==> config.mk <==
export PLATFORM = sky130hd
export DESIGN_NAME = lbcm_mask
export DESIGN_NICKNAME = d
export VERILOG_FILES = /design/src/lbcm_pkg.sv /design/src/lbcm_mask.sv
export SDC_FILE = /design/constraint.sdc
export NUM_CORES = 1
export LEC_CHECK = 0
export CORE_MARGIN = 2
export CORE_UTILIZATION = 56
export CTS_CLUSTER_SIZE = 28
export DETAILED_ROUTE_END_ITERATION = 7
export DONT_BUFFER_PORTS = 1
export GPL_ROUTABILITY_DRIVEN = 0
export PLACE_DENSITY = 0.81
export SETUP_SLACK_MARGIN = 0.3
export SLEW_MARGIN = 30
export SYNTH_ARGS = -nofsm -noshare
export SYNTH_HDL_FRONTEND = slang
export SYNTH_SLANG_ARGS = --single-unit
==> constraint.sdc <==
create_clock -name i_clk -period 1.9 [get_ports i_clk]
set_input_delay 0.095 -clock i_clk [delete_from_list [all_inputs] [get_ports i_clk]]
set_output_delay 0.095 -clock i_clk [all_outputs]
set_load 0.05 [all_outputs]
==> src/lbcm_pkg.sv <==
// ----------------------------------------------------------------------------
// lbcm_pkg
// Shared types and constants for the light box culling mask block.
// ----------------------------------------------------------------------------
package lbcm_pkg;

    // Light count limit; bits past the mask width are never set.
    localparam int MAX_LIGHTS  = 32;
    localparam int MASK_W      = 32;
    localparam int MASK_AW     = $clog2(MASK_W);
    localparam int LIGHT_LIMIT = (MAX_LIGHTS < MASK_W) ? MAX_LIGHTS : MASK_W;
    localparam int IDX_W       = 6;
    localparam logic [IDX_W-1:0] IDX_SAT = {IDX_W{1'b1}};

    // Arithmetic widths: positions Q23.8, axes Q1.14, products at Q.22.
    localparam int POS_W     = 32;
    localparam int AXIS_W    = 16;
    localparam int AXIS_FRAC = 14;
    localparam int RAD_W     = 31;
    localparam int DIFF_W    = POS_W + 1;
    localparam int PROD_W    = DIFF_W + AXIS_W;
    localparam int DOT_W     = PROD_W + 2;
    localparam int CMP_W     = DOT_W + 2;

    // Queue between the front and the back.
    localparam int Q_DEPTH = 4;
    localparam int Q_AW    = $clog2(Q_DEPTH);
    localparam int Q_CW    = $clog2(Q_DEPTH + 1);

    // Item kinds.
    typedef enum logic [2:0] {
        KIND_ORIGIN   = 3'd0,
        KIND_AXIS0    = 3'd1,
        KIND_AXIS1    = 3'd2,
        KIND_AXIS2    = 3'd3,
        KIND_BOX_LOW  = 3'd4,
        KIND_BOX_HIGH = 3'd5,
        KIND_LIGHT    = 3'd6,
        KIND_NONE     = 3'd7
    } t_kind;

    typedef struct packed {
        logic [2:0]              kind;
        logic signed [POS_W-1:0] x;
        logic signed [POS_W-1:0] y;
        logic signed [POS_W-1:0] z;
        logic [RAD_W-1:0]        radius;
        logic                    no_light;
        logic                    last;
    } t_in_item;

    typedef struct packed {
        logic [MASK_W-1:0] light_mask;
        logic              any_light;
    } t_out_item;

    // Queue entry: a classified item.
    typedef struct packed {
        t_kind                   op;
        logic signed [POS_W-1:0] x;
        logic signed [POS_W-1:0] y;
        logic signed [POS_W-1:0] z;
        logic [RAD_W-1:0]        radius;
        logic                    no_light;
        logic                    emits;
    } t_qent;

    typedef struct packed {
        logic [Q_CW-1:0] count;
    } t_q_status;

    // Outcome of the transform pipeline for one item.
    typedef struct packed {
        logic valid;
        logic is_box;
        logic no_light;
        logic emits;
        logic touch;
    } t_cull_res;

endpackage

==> src/lbcm_mask.sv <==
// ----------------------------------------------------------------------------
// lbcm_mask
// Accumulates the light mask per model and holds the result for transfer.
// ----------------------------------------------------------------------------
module lbcm_mask (
    input  logic                i_clk,
    input  logic                i_rst_n,
    input  lbcm_pkg::t_cull_res i_cull,
    output logic                o_advance,
    output logic                o_out_valid,
    input  logic                i_out_stall,
    output lbcm_pkg::t_out_item o_out_item
);
    import lbcm_pkg::*;

    logic              r_suppress, n_suppress;
    logic [IDX_W-1:0]  r_idx, n_idx;
    logic [MASK_W-1:0] r_mask, n_mask;
    logic              r_out_valid, n_out_valid;
    t_out_item         r_out, n_out;
    logic [MASK_W-1:0] w_result;

    assign o_advance   = !r_out_valid || !i_out_stall;
    assign o_out_valid = r_out_valid;
    assign o_out_item  = r_out;

    always_comb begin
        n_suppress  = r_suppress;
        n_idx       = r_idx;
        n_mask      = r_mask;
        n_out_valid = r_out_valid;
        n_out       = r_out;
        w_result    = '0;
        if (o_advance) begin
            n_out_valid = 1'b0;
            if (i_cull.valid) begin
                if (i_cull.is_box) begin
                    n_suppress = i_cull.no_light;
                    n_idx      = '0;
                    n_mask     = '0;
                end else begin
                    if (i_cull.touch && r_idx < IDX_W'(LIGHT_LIMIT)) begin
                        n_mask = r_mask | (MASK_W'(1) << r_idx[MASK_AW-1:0]);
                    end
                    if (r_idx != IDX_SAT) begin
                        n_idx = r_idx + IDX_W'(1);
                    end
                end
                if (i_cull.emits) begin
                    w_result             = n_suppress ? '0 : n_mask;
                    n_out_valid          = 1'b1;
                    n_out.light_mask     = w_result;
                    n_out.any_light      = (w_result != '0);
                    n_idx                = '0;
                    n_mask               = '0;
                end
            end
        end
    end

    always_ff @(posedge i_clk) begin
        if (!i_rst_n) begin
            r_suppress  <= 1'b0;
            r_idx       <= '0;
            r_mask      <= '0;
            r_out_valid <= 1'b0;
        end else begin
            r_suppress  <= n_suppress;
            r_idx       <= n_idx;
            r_mask      <= n_mask;
            r_out_valid <= n_out_valid;
        end
    end

    always_ff @(posedge i_clk) begin
        r_out <= n_out;
    end

endmodule

### Word level (Yosys, flattened, before mapping)

Index checks and enable logic that the tools add are counted.
W data, S select, Z words.

* bits in registers: 73
* output and inout bits: 35
* word-level logic and storage cells: 34

* $add $sub $neg: 1
* $lt $le $gt $ge: 1
* eq/ne operators: 1
* shift-type cells: 1
* multiplexer cells: 14
* bitwise logic cells: 1
* reduce and logical (&&, ||, !) cells: 9

Operators by type and width (count)
* $mux W32: 6
* $or A32 B32 Y32: 1
* $reduce_bool A32 Y1: 1
* $shl A1 B5 Y32 const A: 1
* $mux W6: 3
* $add A6 B1 Y6 const B: 1
* $lt A6 B6 Y1 const B: 1
* $ne A6 B6 Y1 const B: 1
* $reduce_and A3 Y1: 2
* $mux W1: 5
* $reduce_bool A3 Y1: 1
* $logic_not A1 Y1: 2
* $reduce_and A2 Y1: 1
* $logic_and A1 B1 Y1: 1
* $logic_or A1 B1 Y1: 1

### Depth between registers and ports, before layout

* depth in word-level cells: 8
* depth in mapped cells: 8
* gate-level depth less buffers: 7

### Worst setup path after synthesis

Ideal clock, no wire load.

* kind: register to register
* from: register r_out_valid (netlist: o_out_valid)
* to: register r_out, in the netlist o_out_item[0] (enable)
* setup time: 0.388 ns
* data arrival time: 2.159 ns
* setup slack: -0.647 ns
* cell stages (with the launch flop): 6
* period minus slack after synthesis: 2.547 ns
* path through: dfxtp_1 > nand2_1 > and2_1 > clkbuf_1 > nand2_1 > inv_1

* cells in the longest elaborated chain, start to end: 3

Ends and longest elaborated chain
* start, declared: line lbcm_mask.sv:19 `logic r_out_valid, n_out_valid;`
* start signal, assigned: line lbcm_mask.sv:71 `r_out_valid <= n_out_valid;`
* $logic_not A1 Y1: line lbcm_mask.sv:23 `assign o_advance = !r_out_valid || !i_out_stall;`
* $logic_or A1 B1 Y1: line lbcm_mask.sv:23
* net o_advance: line lbcm_mask.sv:9 `output logic o_advance,`
* $reduce_and A3 Y1 (no line)
* end signal, assigned: line lbcm_mask.sv:76 `r_out <= n_out;`
* end, declared: line lbcm_mask.sv:20 `t_out_item r_out, n_out;`

The timed path passes the listed nets, and every way through them passes these cells.
A chain may end at the register's enable or synchronous reset.

### Worst setup path after layout

* from: register r_idx[1]
* to: register r_out, in the netlist o_out_item[0], data pin

* cells in the longest elaborated chain, start to end: 8
* elaborated cells on any way between the ends: 10
* those cells by class: order compare (1); shift (1); mux (5); bitwise (1); reduce/logical (2)

Ends and longest elaborated chain
* start, declared: line lbcm_mask.sv:17 `logic [IDX_W-1:0] r_idx, n_idx;`
* start signal, assigned: line lbcm_mask.sv:69 `r_idx <= n_idx;`
* $lt A6 B6 Y1 or $shl A1 B5 Y32 (tied branches): line lbcm_mask.sv:42, lbcm_mask.sv:43
* $logic_and A1 B1 Y1 or $or A32 B32 Y32 (tied branches): line lbcm_mask.sv:42, lbcm_mask.sv:43
* $mux W32 *: line lbcm_mask.sv:42 `if (i_cull.touch && r_idx < IDX_W'(LIGHT_LIMIT)) begin`
* $mux W32 *: line lbcm_mask.sv:37 `if (i_cull.is_box) begin`
* $mux W32 *: line lbcm_mask.sv:36 `if (i_cull.valid) begin`
* $mux W32 *: line lbcm_mask.sv:34 `if (o_advance) begin`
* $mux W32 *: line lbcm_mask.sv:50 `w_result = n_suppress ? '0 : n_mask;`
* $reduce_bool A32 Y1 *: line lbcm_mask.sv:53 `n_out.any_light = (w_result != '0);`

Every way passes the cells marked *; elsewhere a longest branch is shown, timed or not. The select of a mux whose other input is x is not followed.

==> impl_metrics.toml <==
[outcome]
status = "finished with violations"
violations = "design-rule violations"

[critical_path]
critPathSlowestCell = "dfxtp_4"
crit_fanout = 5
cp.arrival_ns = 1.87
worstPathRequired_ns = 1.99
crit_type = "reg -> reg"
end_kind = "flip-flop"
crit_buf_inv = 1
crit_chain = "inv_4 -> ha_4 -> and2_2 -> a31oi_4 -> o2111ai_2 -> nor2_1 -> a31oi_1"
slowest_delay_ns = 0.40
crit_family = "compound AO/OA/AOI/OAI gates"
start_kind = "flip-flop"

[final_layout]
syn2layout_area_growth_pct = 25.5
drive_gt1_share_pct = 26.0
final_common_cell = "nor2_1"
antenna_cells = 0
utilization_pct = 72.0
seqCellArea_sq_um = 1810
final_cell_mix = "nor2_1 (73), a21oi_1 (45), edfxtp_1 (33), dfxtp_1 (33), buf_4 (25)"
multi_input_area_sq_um = 1490
n_fill_cell = 316
nets = 363
fin_cells = 426

[place]
placed_cells = 397
hpwl_mm = 5.13
numPortBuffers = 0
dp_slack_ns = 0.144

[sta]
finalWorstSetupSlack_ns = 0.119
maxSlewViolCount = 0
fin_tns_setup_ns = 0
fmax_mhz = 561
maxSlewHeadroom_pct = 60.2
setup_viol = 0
post-route-period-util_pct = 93.7
clock_skew_ns = 0.0106
hold_viol = 0
tightestPinTransition_ns = 0.597
rsz0062_at_grt = "yes"
finalCriticalPeriod_ns = 1.78

[synth]
synth_seq_cells = 73
syn_area_sq_um = 3120
yosysSeqAreaShare_pct = 57.4
ys_warn_count = 0
syn_nets = 338
yosysUniqueCellTypes = 39
avgSynthCellArea_sq_um = 9.63
synth_flop_cell = "dfxtp_1"
synthCells = 324
synth_edf_count = 33
synthArstFlopShare_pct = 0

[clock_tree]
cts_buffers = 9
cts-root-buf = "clkbuf_8"
clock-sinks = 73
clk_latency_ns = 0.37
clk_pin_slew_ns = 0.08
htreeDepth = 3
cts_tree = "done"
clock_path_buffers = 2

[floorplanning]
initial_utilization_pct = 57.3
ios = 43
die_y_microns = 78.6
rows = 27
fp.coreArea_sq_um = 5440
die_w_microns = 78.6
die_area_sq_um = 6180

[grt]
grt_overflow = 0
antenna_found_initial = 0
grt_max_degree = 34
grt_pass1_vias = 2674
track_usage_pct = 29.7
grt_pass1_wl_mm = 13.7

[route]
drc = 1
wl_per_cell_microns = 21.6
wl_mm = 9.22
drt-initial-drc-count = 548
ant_nets = 0
avgViaCountPerCell = 6.85
firstDrtPassIters = 8
vias = 2917

[power_and_ir_drop]
irDropWorstVdd_mv = 0.572
power.leakage_uw = 0.00136
p_per_area_nw_per_um2 = 857

[hold_path]
hold_path.class = "in -> reg"

[flow_run]
cap_violations = 0
-- worst paths after layout --
| check | start | endpoint | slack (ns) | cells past startpoint |
|---|---|---|---|---|
| setup reg to reg | r_idx[1] | o_out_item[0] | 0.12 | 7 |
| hold / removal | i_cull[0] | o_out_item[17] | 0.03 | 2 |
| setup / recovery | r_idx[1] | o_out_item[0] | 0.12 | 7 |
| hold reg to reg | r_suppress | r_suppress | 0.50 | 2 |
-- routing by layer --
metal	track usage, %	vias to the layer above	wire (microns)
li1	-	1214	-
met1	36.2	1305	3330
met2	46.4	305	4290
met3	6.44	93	993
met4	21.6	0	609
met5	0	-	0
-- cell usage after synthesis, types with 2 or more instances --
master,instances,area share [%]
nand2_1,17,2.0
and4_1,4,1.1
buf_2,6,0.96
a21boi_0,2,0.48
nor2_1,74,8.9
o21ai_0,9,1.4
and3_1,3,0.60
a41oi_1,4,1.1
edfxtp_1,33,32
ha_1,6,2.4
a21oi_1,47,7.5
nand3_1,4,0.64
o22ai_1,2,0.40
a31oi_1,12,2.4
dfxtp_1,40,26
and2_1,10,2.0
nor4_1,6,1.2
inv_1,6,0.72
clkbuf_1,9,1.1
nor2b_1,3,0.60
buf_4,2,0.48
nor3_1,6,0.96
nor3_2,3,0.96
-- cells by family after synthesis --
kind of cell / synth area share, %
AOI/OAI and AO/OA: 15.9
muxes: 0.361
buffers and inverters: 3.37
DFF: 57.4
adders and majority gates: 2.41
and+or+nand+nor: 20.5
-- metrics by stage --
step	area [sq um]	power (uW)	hold WS (ns)
6_report	3910	3350	0.0338
4_1_cts	3790	3310	0.00228
3_5_place_dp	3380	1930	0.221
2_1_floorplan	3260	1910	0.238
5_1_grt	3910	3420	0.0432
3_3_place_gp	3380	1930	0.218
-- layout make-up --
cell class | instances | area share [%]
Clock buffer | 9 | 3.16
Inverter | 7 | 1.02
Multi-Input combinational cell | 227 | 38.1
Tap cell | 72 | 2.30
Timing Repair Buffer | 31 | 6.59
Clock inverter | 7 | 2.56
Sequential cell | 73 | 46.3
-- power breakdown --
group | total (uW) | switching (uW) | internal, uW
Combinational | 176 | 115 | 61.1
Sequential | 1770 | 105 | 1660
Clock | 1410 | 658 | 751
Total | 3350 | 878 | 2480
-- flip-flops by register name, summed over array words and instances, names as in the netlist --
signal	cells
r_mask	32
r_suppress	1
o_out_valid	1
o_out_item	33
r_idx	6
-- repair_timing --
action	in CTS	in global routing
setup buffers	7	1
setup endpoints to repair	9	33
gates resized for setup	21	18
hold buffers	5	0
hold endpoints to repair	12	0
pin swaps	14	5
Power figures use the tool's default switching activity.
