<file path="src/lbcm_pkg.sv">
// ----------------------------------------------------------------------------
// lbcm_pkg
// Shared types and constants for the light box culling mask block.
// ----------------------------------------------------------------------------
package lbcm_pkg;

    // Light count limit; bits past the mask width are never set.
    localparam int MAX_LIGHTS  = 32;
    localparam int MASK_W      = 32;
    localparam int MASK_AW     = $clog2(MASK_W);
    localparam int LIGHT_LIMIT = (MAX_LIGHTS < MASK_W) ? MAX_LIGHTS : MASK_W;
    localparam int IDX_W       = 6;
    localparam logic [IDX_W-1:0] IDX_SAT = {IDX_W{1'b1}};

    // Arithmetic widths: positions Q23.8, axes Q1.14, products at Q.22.
    localparam int POS_W     = 32;
    localparam int AXIS_W    = 16;
    localparam int AXIS_FRAC = 14;
    localparam int RAD_W     = 31;
    localparam int DIFF_W    = POS_W + 1;
    localparam int PROD_W    = DIFF_W + AXIS_W;
    localparam int DOT_W     = PROD_W + 2;
    localparam int CMP_W     = DOT_W + 2;

    // Queue between the front and the back.
    localparam int Q_DEPTH = 4;
    localparam int Q_AW    = $clog2(Q_DEPTH);
    localparam int Q_CW    = $clog2(Q_DEPTH + 1);

    // Item kinds.
    typedef enum logic [2:0] {
        KIND_ORIGIN   = 3'd0,
        KIND_AXIS0    = 3'd1,
        KIND_AXIS1    = 3'd2,
        KIND_AXIS2    = 3'd3,
        KIND_BOX_LOW  = 3'd4,
        KIND_BOX_HIGH = 3'd5,
        KIND_LIGHT    = 3'd6,
        KIND_NONE     = 3'd7
    } t_kind;

    typedef struct packed {
        logic [2:0]              kind;
        logic signed [POS_W-1:0] x;
        logic signed [POS_W-1:0] y;
        logic signed [POS_W-1:0] z;
        logic [RAD_W-1:0]        radius;
        logic                    no_light;
        logic                    last;
    } t_in_item;

    typedef struct packed {
        logic [MASK_W-1:0] light_mask;
        logic              any_light;
    } t_out_item;

    // Queue entry: a classified item.
    typedef struct packed {
        t_kind                   op;
        logic signed [POS_W-1:0] x;
        logic signed [POS_W-1:0] y;
        logic signed [POS_W-1:0] z;
        logic [RAD_W-1:0]        radius;
        logic                    no_light;
        logic                    emits;
    } t_qent;

    typedef struct packed {
        logic [Q_CW-1:0] count;
    } t_q_status;

    // Outcome of the transform pipeline for one item.
    typedef struct packed {
        logic valid;
        logic is_box;
        logic no_light;
        logic emits;
        logic touch;
    } t_cull_res;

endpackage

</file>
<file path="src/lbcm_front.sv">
// ----------------------------------------------------------------------------
// lbcm_front
// Accepts input items, classifies them and queues them for the back end.
// ----------------------------------------------------------------------------
module lbcm_front (
    input  logic                i_clk,
    input  logic                i_rst_n,
    input  logic                i_in_valid,
    output logic                o_in_stall,
    input  lbcm_pkg::t_in_item  i_in_item,
    output logic                o_q_valid,
    output lbcm_pkg::t_qent     o_q_head,
    input  logic                i_q_pop,
    output lbcm_pkg::t_q_status o_q_status
);
    import lbcm_pkg::*;

    t_qent           r_mem [Q_DEPTH];
    logic [Q_AW-1:0] r_wr_ptr;
    logic [Q_AW-1:0] r_rd_ptr;
    logic [Q_CW-1:0] r_count;
    logic [Q_CW-1:0] n_count;
    t_qent           w_ent;
    logic            w_push;
    t_kind           w_kind;

    assign w_kind     = t_kind'(i_in_item.kind);
    assign o_in_stall = (r_count == Q_CW'(Q_DEPTH));
    assign o_q_valid  = (r_count != '0);
    assign o_q_head   = r_mem[r_rd_ptr];
    assign o_q_status.count = r_count;

    // Unknown kinds are taken and dropped here.
    always_comb begin
        w_ent.op       = w_kind;
        w_ent.x        = i_in_item.x;
        w_ent.y        = i_in_item.y;
        w_ent.z        = i_in_item.z;
        w_ent.radius   = i_in_item.radius;
        w_ent.no_light = i_in_item.no_light;
        w_ent.emits    = 1'b0;
        w_push         = i_in_valid && !o_in_stall;
        case (w_kind)
            KIND_BOX_HIGH, KIND_LIGHT: w_ent.emits = i_in_item.last;
            KIND_NONE:                 w_push = 1'b0;
            default:                   w_ent.emits = 1'b0;
        endcase
    end

    always_comb begin
        n_count = r_count;
        case ({w_push, i_q_pop})
            2'b10:   n_count = r_count + Q_CW'(1);
            2'b01:   n_count = r_count - Q_CW'(1);
            default: n_count = r_count;
        endcase
    end

    always_ff @(posedge i_clk) begin
        if (!i_rst_n) begin
            r_wr_ptr <= '0;
            r_rd_ptr <= '0;
            r_count  <= '0;
        end else begin
            if (w_push) begin
                r_wr_ptr <= r_wr_ptr + Q_AW'(1);
            end
            if (i_q_pop) begin
                r_rd_ptr <= r_rd_ptr + Q_AW'(1);
            end
            r_count <= n_count;
        end
    end

    always_ff @(posedge i_clk) begin
        if (w_push) begin
            r_mem[r_wr_ptr] <= w_ent;
        end
    end

endmodule

</file>
<file path="config.mk">
export PLATFORM = sky130hd
export DESIGN_NAME = lbcm_front
export DESIGN_NICKNAME = d
export VERILOG_FILES = /design/src/lbcm_pkg.sv /design/src/lbcm_front.sv
export SDC_FILE = /design/constraint.sdc
export NUM_CORES = 1
export LEC_CHECK = 0
export BUFFER_PORTS_ARGS = -buffer_cell sky130_fd_sc_hd__buf_2
export CORE_UTILIZATION = 37
export DETAILED_ROUTE_END_ITERATION = 12
export HOLD_SLACK_MARGIN = 0.06
export PLACE_DENSITY = 0.56
export SLEW_MARGIN = 20
export SYNTH_ARGS = -nofsm -noshare
export SYNTH_HDL_FRONTEND = slang
export SYNTH_SLANG_ARGS = --single-unit
</file>
<file path="constraint.sdc">
create_clock -name i_clk -period 4.6 [get_ports i_clk]
set_input_delay 0.46 -clock i_clk [delete_from_list [all_inputs] [get_ports i_clk]]
set_output_delay 0.46 -clock i_clk [all_outputs]
set_load 0.005 [all_outputs]
</file>
Word-level counts from Yosys, hierarchy flattened:

Memory sizes are Yosys's and may differ from the RTL's. A register that Yosys moved wholly into a read port is not among the register bits.
Cells that the tools add are included.

* $mul: 0
* reductions and logical operators: 5
* order comparisons: 0
* bitwise gates (word level): 0
* $add $sub $neg: 4
* shift-type cells: 0
* divide/modulo/power cells: 0
* equality and inequality tests: 6
* muxes and demuxes: 7

Operators with widths (number)
* 3-bit equality test (second input constant): 4
* 3-bit one-hot mux with 2 select lines: 1
* 2-bit by 1-bit adder with 2-bit output (second input constant): 2
* 1-bit 2-to-1 mux: 4
* 2-bit 2-to-1 mux: 2
* 3-bit by 1-bit adder with 3-bit output (second input constant): 1
* 3-bit nonzero test: 1
* 3-bit by 1-bit subtractor with 3-bit output (second input constant): 1
* 2-bit by 1-bit equality test with 1-bit output (second input constant): 1
* 2-bit equality test (second input constant): 1
* 2-bit nonzero test: 1
* 2-bit OR reduction: 1
* 1-bit logical AND: 1
* 1-bit zero test: 1

* memory bits (writable): 528
* bits in latches: 0
* logic and storage cells: 26
* flip-flop bits (word level): 7
* memory bits (read-only): 0
* bits of input ports: 136
* memories: 1
* output and inout port bits: 137

Memory list
* r_mem: words 4, bits a word 132, rd ports 1, clocked after Yosys merged registers in 1, wr ports 1, line lbcm_front.sv:18 `t_qent r_mem [Q_DEPTH];`

Depth between registers and ports, before layout:

* depth in word-level cells: 6
* depth in mapped cells: 8
* depth with buffers taken out: 8

Worst setup path after synthesis:

No wires, ideal clock.

* kind: flip-flop to flip-flop
* start: register r_count[0], in the netlist o_q_status[0]
* end: memory r_mem[1][0] (netlist bit) (enable)
* library setup time: 507 ps
* arrival: 4061 ps
* path slack: 32 ps
* stages on the path, launching flop included: 4
* period minus slack after synthesis: 4568 ps
* path buffers: 0
* path through: dfxtp_1 -> nor3b_1 -> a311oi_2 -> and2_1

* word-level cells in the longest chain between the ends: 6

Ends and longest elaborated chain
* from (decl): line lbcm_front.sv:21 `logic [Q_CW-1:0] r_count;`
* from (signal assigned): line lbcm_front.sv:71 `r_count <= n_count;`
* 3-bit equality test: line lbcm_front.sv:28 `assign o_in_stall = (r_count == Q_CW'(Q_DEPTH));`
* via o_in_stall: line lbcm_front.sv:9 `output logic o_in_stall,`
* 1-bit zero test: line lbcm_front.sv:42 `w_push = i_in_valid && !o_in_stall;`
* 1-bit logical AND: line lbcm_front.sv:42
* 1-bit 2-to-1 mux: line lbcm_front.sv:43 `case (w_kind)`
* 1-bit 2-to-1 mux: line lbcm_front.sv:76 `if (w_push) begin`
* 1-bit 2-to-1 mux (implied by the code): line lbcm_front.sv:77 `r_mem[r_wr_ptr] <= w_ent;`
* to (decl): line lbcm_front.sv:18

The timed path passes the listed nets, and every way through them passes these cells.

==> qor.yml <==
sta:
  timing_hold_violations_final: 0
  setup-tns-final_ns: 0
  fin_crit_sh: 0.6730
  setup_viol_count_final: 0
  max_slew.worst_pin.slew_ns: 0.7986
  timing.max_slew.rel_slack: 0.4676
  time_the_worst_path_needs_with_i_o_delays_and_setup_ns: 3.096
  rsz0062_at_grt: "false"
  timing_max_transition_violations_final: 0
  maxClockFrequency_mhz: 323.0
  final.setup_skew_ns: 0.01636
cts:
  worst_skew_pair.late_latency_ns: 0.60
  cts.htree.levels: 2
  clockBufferDepth: 3
  cts_made_buffers: 56
  clock_tree_from_tritoncts: "done"
  cts-root-buf: "clkbuf_16"
  cts.repair_timing.setup_buffer_count: 0
  worst_setup_hold_path_clk_slew_ns: 0.06
  cts_sinks: 537
  post_cts_resized: 0
power_and_ir_drop:
  peakVddDrop_v: 0.0002655
  p_leak_nw: 8.211
  power.switching_w: 0.002499
  clkPwrFrac: 0.378
  cell_internal_pwr_w: 0.008801
  total_power_w: 0.01130
  power.share.sequential: 0.515
  combinationalPowerShare: 0.107
  power_switching_share: 0.2211
  power_density_mw_per_mm2: 461.9
global_routing:
  met1_usage: 0.2148
  grt_antenna_before_repair: 3
  grt_remaining_overflow: 0
  grt_start_max_net_pins: 78
  global_route.peak_usage_layer: "met2"
  grt_use_met2: 0.2259
  grt_pass1_vias: 9732
  grt_first_pass_wirelength_um: 59950
  global_route_total_usage_across_every_layer: 0.1497
  grt.met3_usage: 0.03986
place:
  hpwl_um: 23510
  quantity_of_i_o_buffers_inserted_on_ports: 272
  gpl.final_weighted_congestion: 0.7101
setup_path:
  critical_path.slowest_cell: "dfxtp_4"
  worstPathMaxFanout: 30
  biggest_cell_delay_along_the_critical_path_ns: 0.77
  timing.critical_path.arrival_ns: 2.64
  worstSetupEndpointType: "output pin"
  worstReg2RegEnd: "r_mem[3][40]$_DFFE_PP_"
  cp-start-kind: "flop"
  worst-r2r-cell-count: 4
  r2r-start: "o_q_status[0]$_SDFFE_PN0P_"
  timing.reg2reg.setup_slack_ns: 1.86
  setup.worst_path.class: "flop to output pin"
  crit_chain: "buf_4 > mux4_2 > buf_2"
  required_ns: 4.14
hold_path:
  min_path_cells: 1
  min_delay_worst_endpoint: "r_mem[0][15]$_DFFE_PP_"
  min_path_type: "input port to flop"
  hold_path.startpoint: "i_in_item[15]"
route:
  routed_wirelength_um: 39640
  first_pass_iters: 4
  route.detailed.wl_per_inst_um: 21.14
  drt-initial-drc-count: 543
  drt_drc_violations_left: 0
  via_count_of_the_routed_design: 9131
  antenna_left: 0
  vias_per_cell: 4.870
finish:
  areaGrowthSynthToFinish_pct: 25.33
  nFillCells: 4338
  post-route-util: 0.4730
  footprint_of_the_multi_input_gates_mm2: 0.003268
  post_route_cells_drive_above_1_share: 0.4250
  final_nets: 1291
  regArea_mm2: 0.01604
yosys:
  synth.cell_area_mm2: 0.01952
  postSynthNetCount: 881
  ys_seq_area_frac: 0.8215
  cell_variety_after_synth: 21
  yosys_warnings: 0
  yosys_register_bits: 537
  syn-mean-instance-area_um2: 26.41
  netlist_instances: 739
floorplanning:
  core_area_mm2: 0.05172
  io-pin-count: 273
  num_rows: 83
  design.die.area_mm2: 0.05368
  floorplan.die.width_um: 231.7
  starting_density: 0.3774
  die-height_um: 231.7
status:
  outcome: "finished, final reports clean"
job:
  max-cap-violations: 0
==> routing by layer <==
metal / vias up / wire (µm)
met5: - / 41
met4: 6 / 728
met2: 266 / 18310
met1: 4782 / 18140
li1: 4017 / -
met3: 60 / 2424
==> layout make-up <==
cell class / instances / share of cell area
antenna: 2 / 0.0002046
clock buffer: 67 / 0.05984
clock inverter: 35 / 0.01156
inverter: 4 / 0.0006137
multi-input combinational: 167 / 0.1336
sequential: 537 / 0.6558
tap: 680 / 0.03478
timing repair buffer: 383 / 0.1036
==> power by group through the flow <==
stage | clock (W) | sequential, W | combinational [W]
6_report | 0.00427 | 0.00582 | 0.00120
5_1_grt | 0.00457 | 0.00585 | 0.00131
4_1_cts | 0.00440 | 0.00583 | 0.00125
3_5_place_dp | 0 | 0.00593 | 0.00117
3_3_place_gp | 0 | 0.00592 | 0.00117
2_1_floorplan | 0 | 0.00592 | 0.000638
==> worst max-delay path: cells and delay by family, from the launching register on <==
kind / cells / cell delay, ns
flip-flops: 1 / 0.77
buffers and inverters: 2 / 0.64
multiplexers: 1 / 0.58
==> worst max-delay path by stage <==
stage                     slack (ns)  depth (start not counted)                  startpoint                endpoint
after floorplan                 0.03                          3  o_q_status[0]$_SDFFE_PN0P_   r_mem[1][0]$_DFFE_PP_
after global placement          1.74                          4              i_in_item[131]  r_mem[3][81]$_DFFE_PP_
after detailed placement        1.72                          4              i_in_item[131]  r_mem[3][81]$_DFFE_PP_
after CTS                       1.35                          3                        flop            o_q_head[70]
after global routing            1.28                          3                        flop            o_q_head[70]
final                           1.50                          3                        flop            o_q_head[70]
==> state kept, by name, indices dropped and copies added (netlist names), named ones only <==
| signal | cells |
|---|---|
| r_wr_ptr | 2 |
| o_q_status | 3 |
| r_mem | 528 |
| r_rd_ptr | 2 |
==> cells in the final DEF, fill, tap and decap left out, drive strengths merged <==
cell type    netlist  routed
buf               25     287
xor2               2       2
xnor2              3       3
mux4             132     132
fa                 1       1
bufinv             0       4
nand2              5       5
dlygate4sd3        0      96
nor3b              1       1
edfxtp           528     528
and2               8       8
diode              0       2
a311oi             1       1
nor2b              1       1
ha                 5       5
inv                4       6
clkbuf             6      67
clkinvlp           0       4
clkinv             0      25
and3               1       1
mux2i              3       3
or3                2       2
o21ai              1       1
a21boi             1       1
dfxtp              9       9
==> Yosys cell counts (all sizes together) <==
| library cell | number | area, µm² |
|---|---|---|
| inv | 4 | 15.01 |
| xor2 | 2 | 17.52 |
| mux4 | 132 | 2973 |
| nor2b | 1 | 6.260 |
| fa | 1 | 20.02 |
| nor3b | 1 | 7.510 |
| dfxtp | 9 | 180.2 |
| a21boi | 1 | 7.510 |
| mux2i | 3 | 30.03 |
| o21ai | 1 | 5.000 |
| and2 | 8 | 50.05 |
| and3 | 1 | 6.260 |
| xnor2 | 3 | 26.28 |
| ha | 5 | 62.56 |
| clkbuf | 6 | 22.52 |
| nand2 | 5 | 18.77 |
| a311oi | 1 | 15.01 |
| edfxtp | 528 | 15860 |
| or3 | 2 | 12.51 |
| buf | 25 | 187.7 |
==> cells by family (layout without fill, tap and decap cells) <==
kind of cell               Yosys count  after routing  share of synthesized area
buffers and inverters               35            489                    0.01154
DFF                                537            537                     0.8215
AOI/OAI and AO/OA                    3              3                   0.001410
xor gates and xnor gates             5              5                   0.002244
other                                0              2                          0
adders and majority gates            6              6                   0.004231
muxes                              135            135                     0.1538
and+or+nand+nor                     18             18                   0.005193
==> stage by stage <==
stage / cells / setup WS (ns) / instance area [µm²] / hold WS [ns]
6_report: 1875 / 1.504 / 24460 / 0.09656
3_5_place_dp: 1675 / 1.718 / 21750 / 0.4890
5_1_grt: 1873 / 1.278 / 24460 / 0.06480
4_1_cts: 1873 / 1.352 / 24460 / 0.06009
2_1_floorplan: 739 / 0.03187 / 19520 / 0.4677
3_3_place_gp: 1675 / 1.740 / 21750 / 0.4884
==> what timing repair did <==
action                     in CTS  in global routing
hold endpoints to repair      382                  0
hold buffers                   96                  0
setup endpoints to repair       0                  0
(Power assumes the default switching activity.)
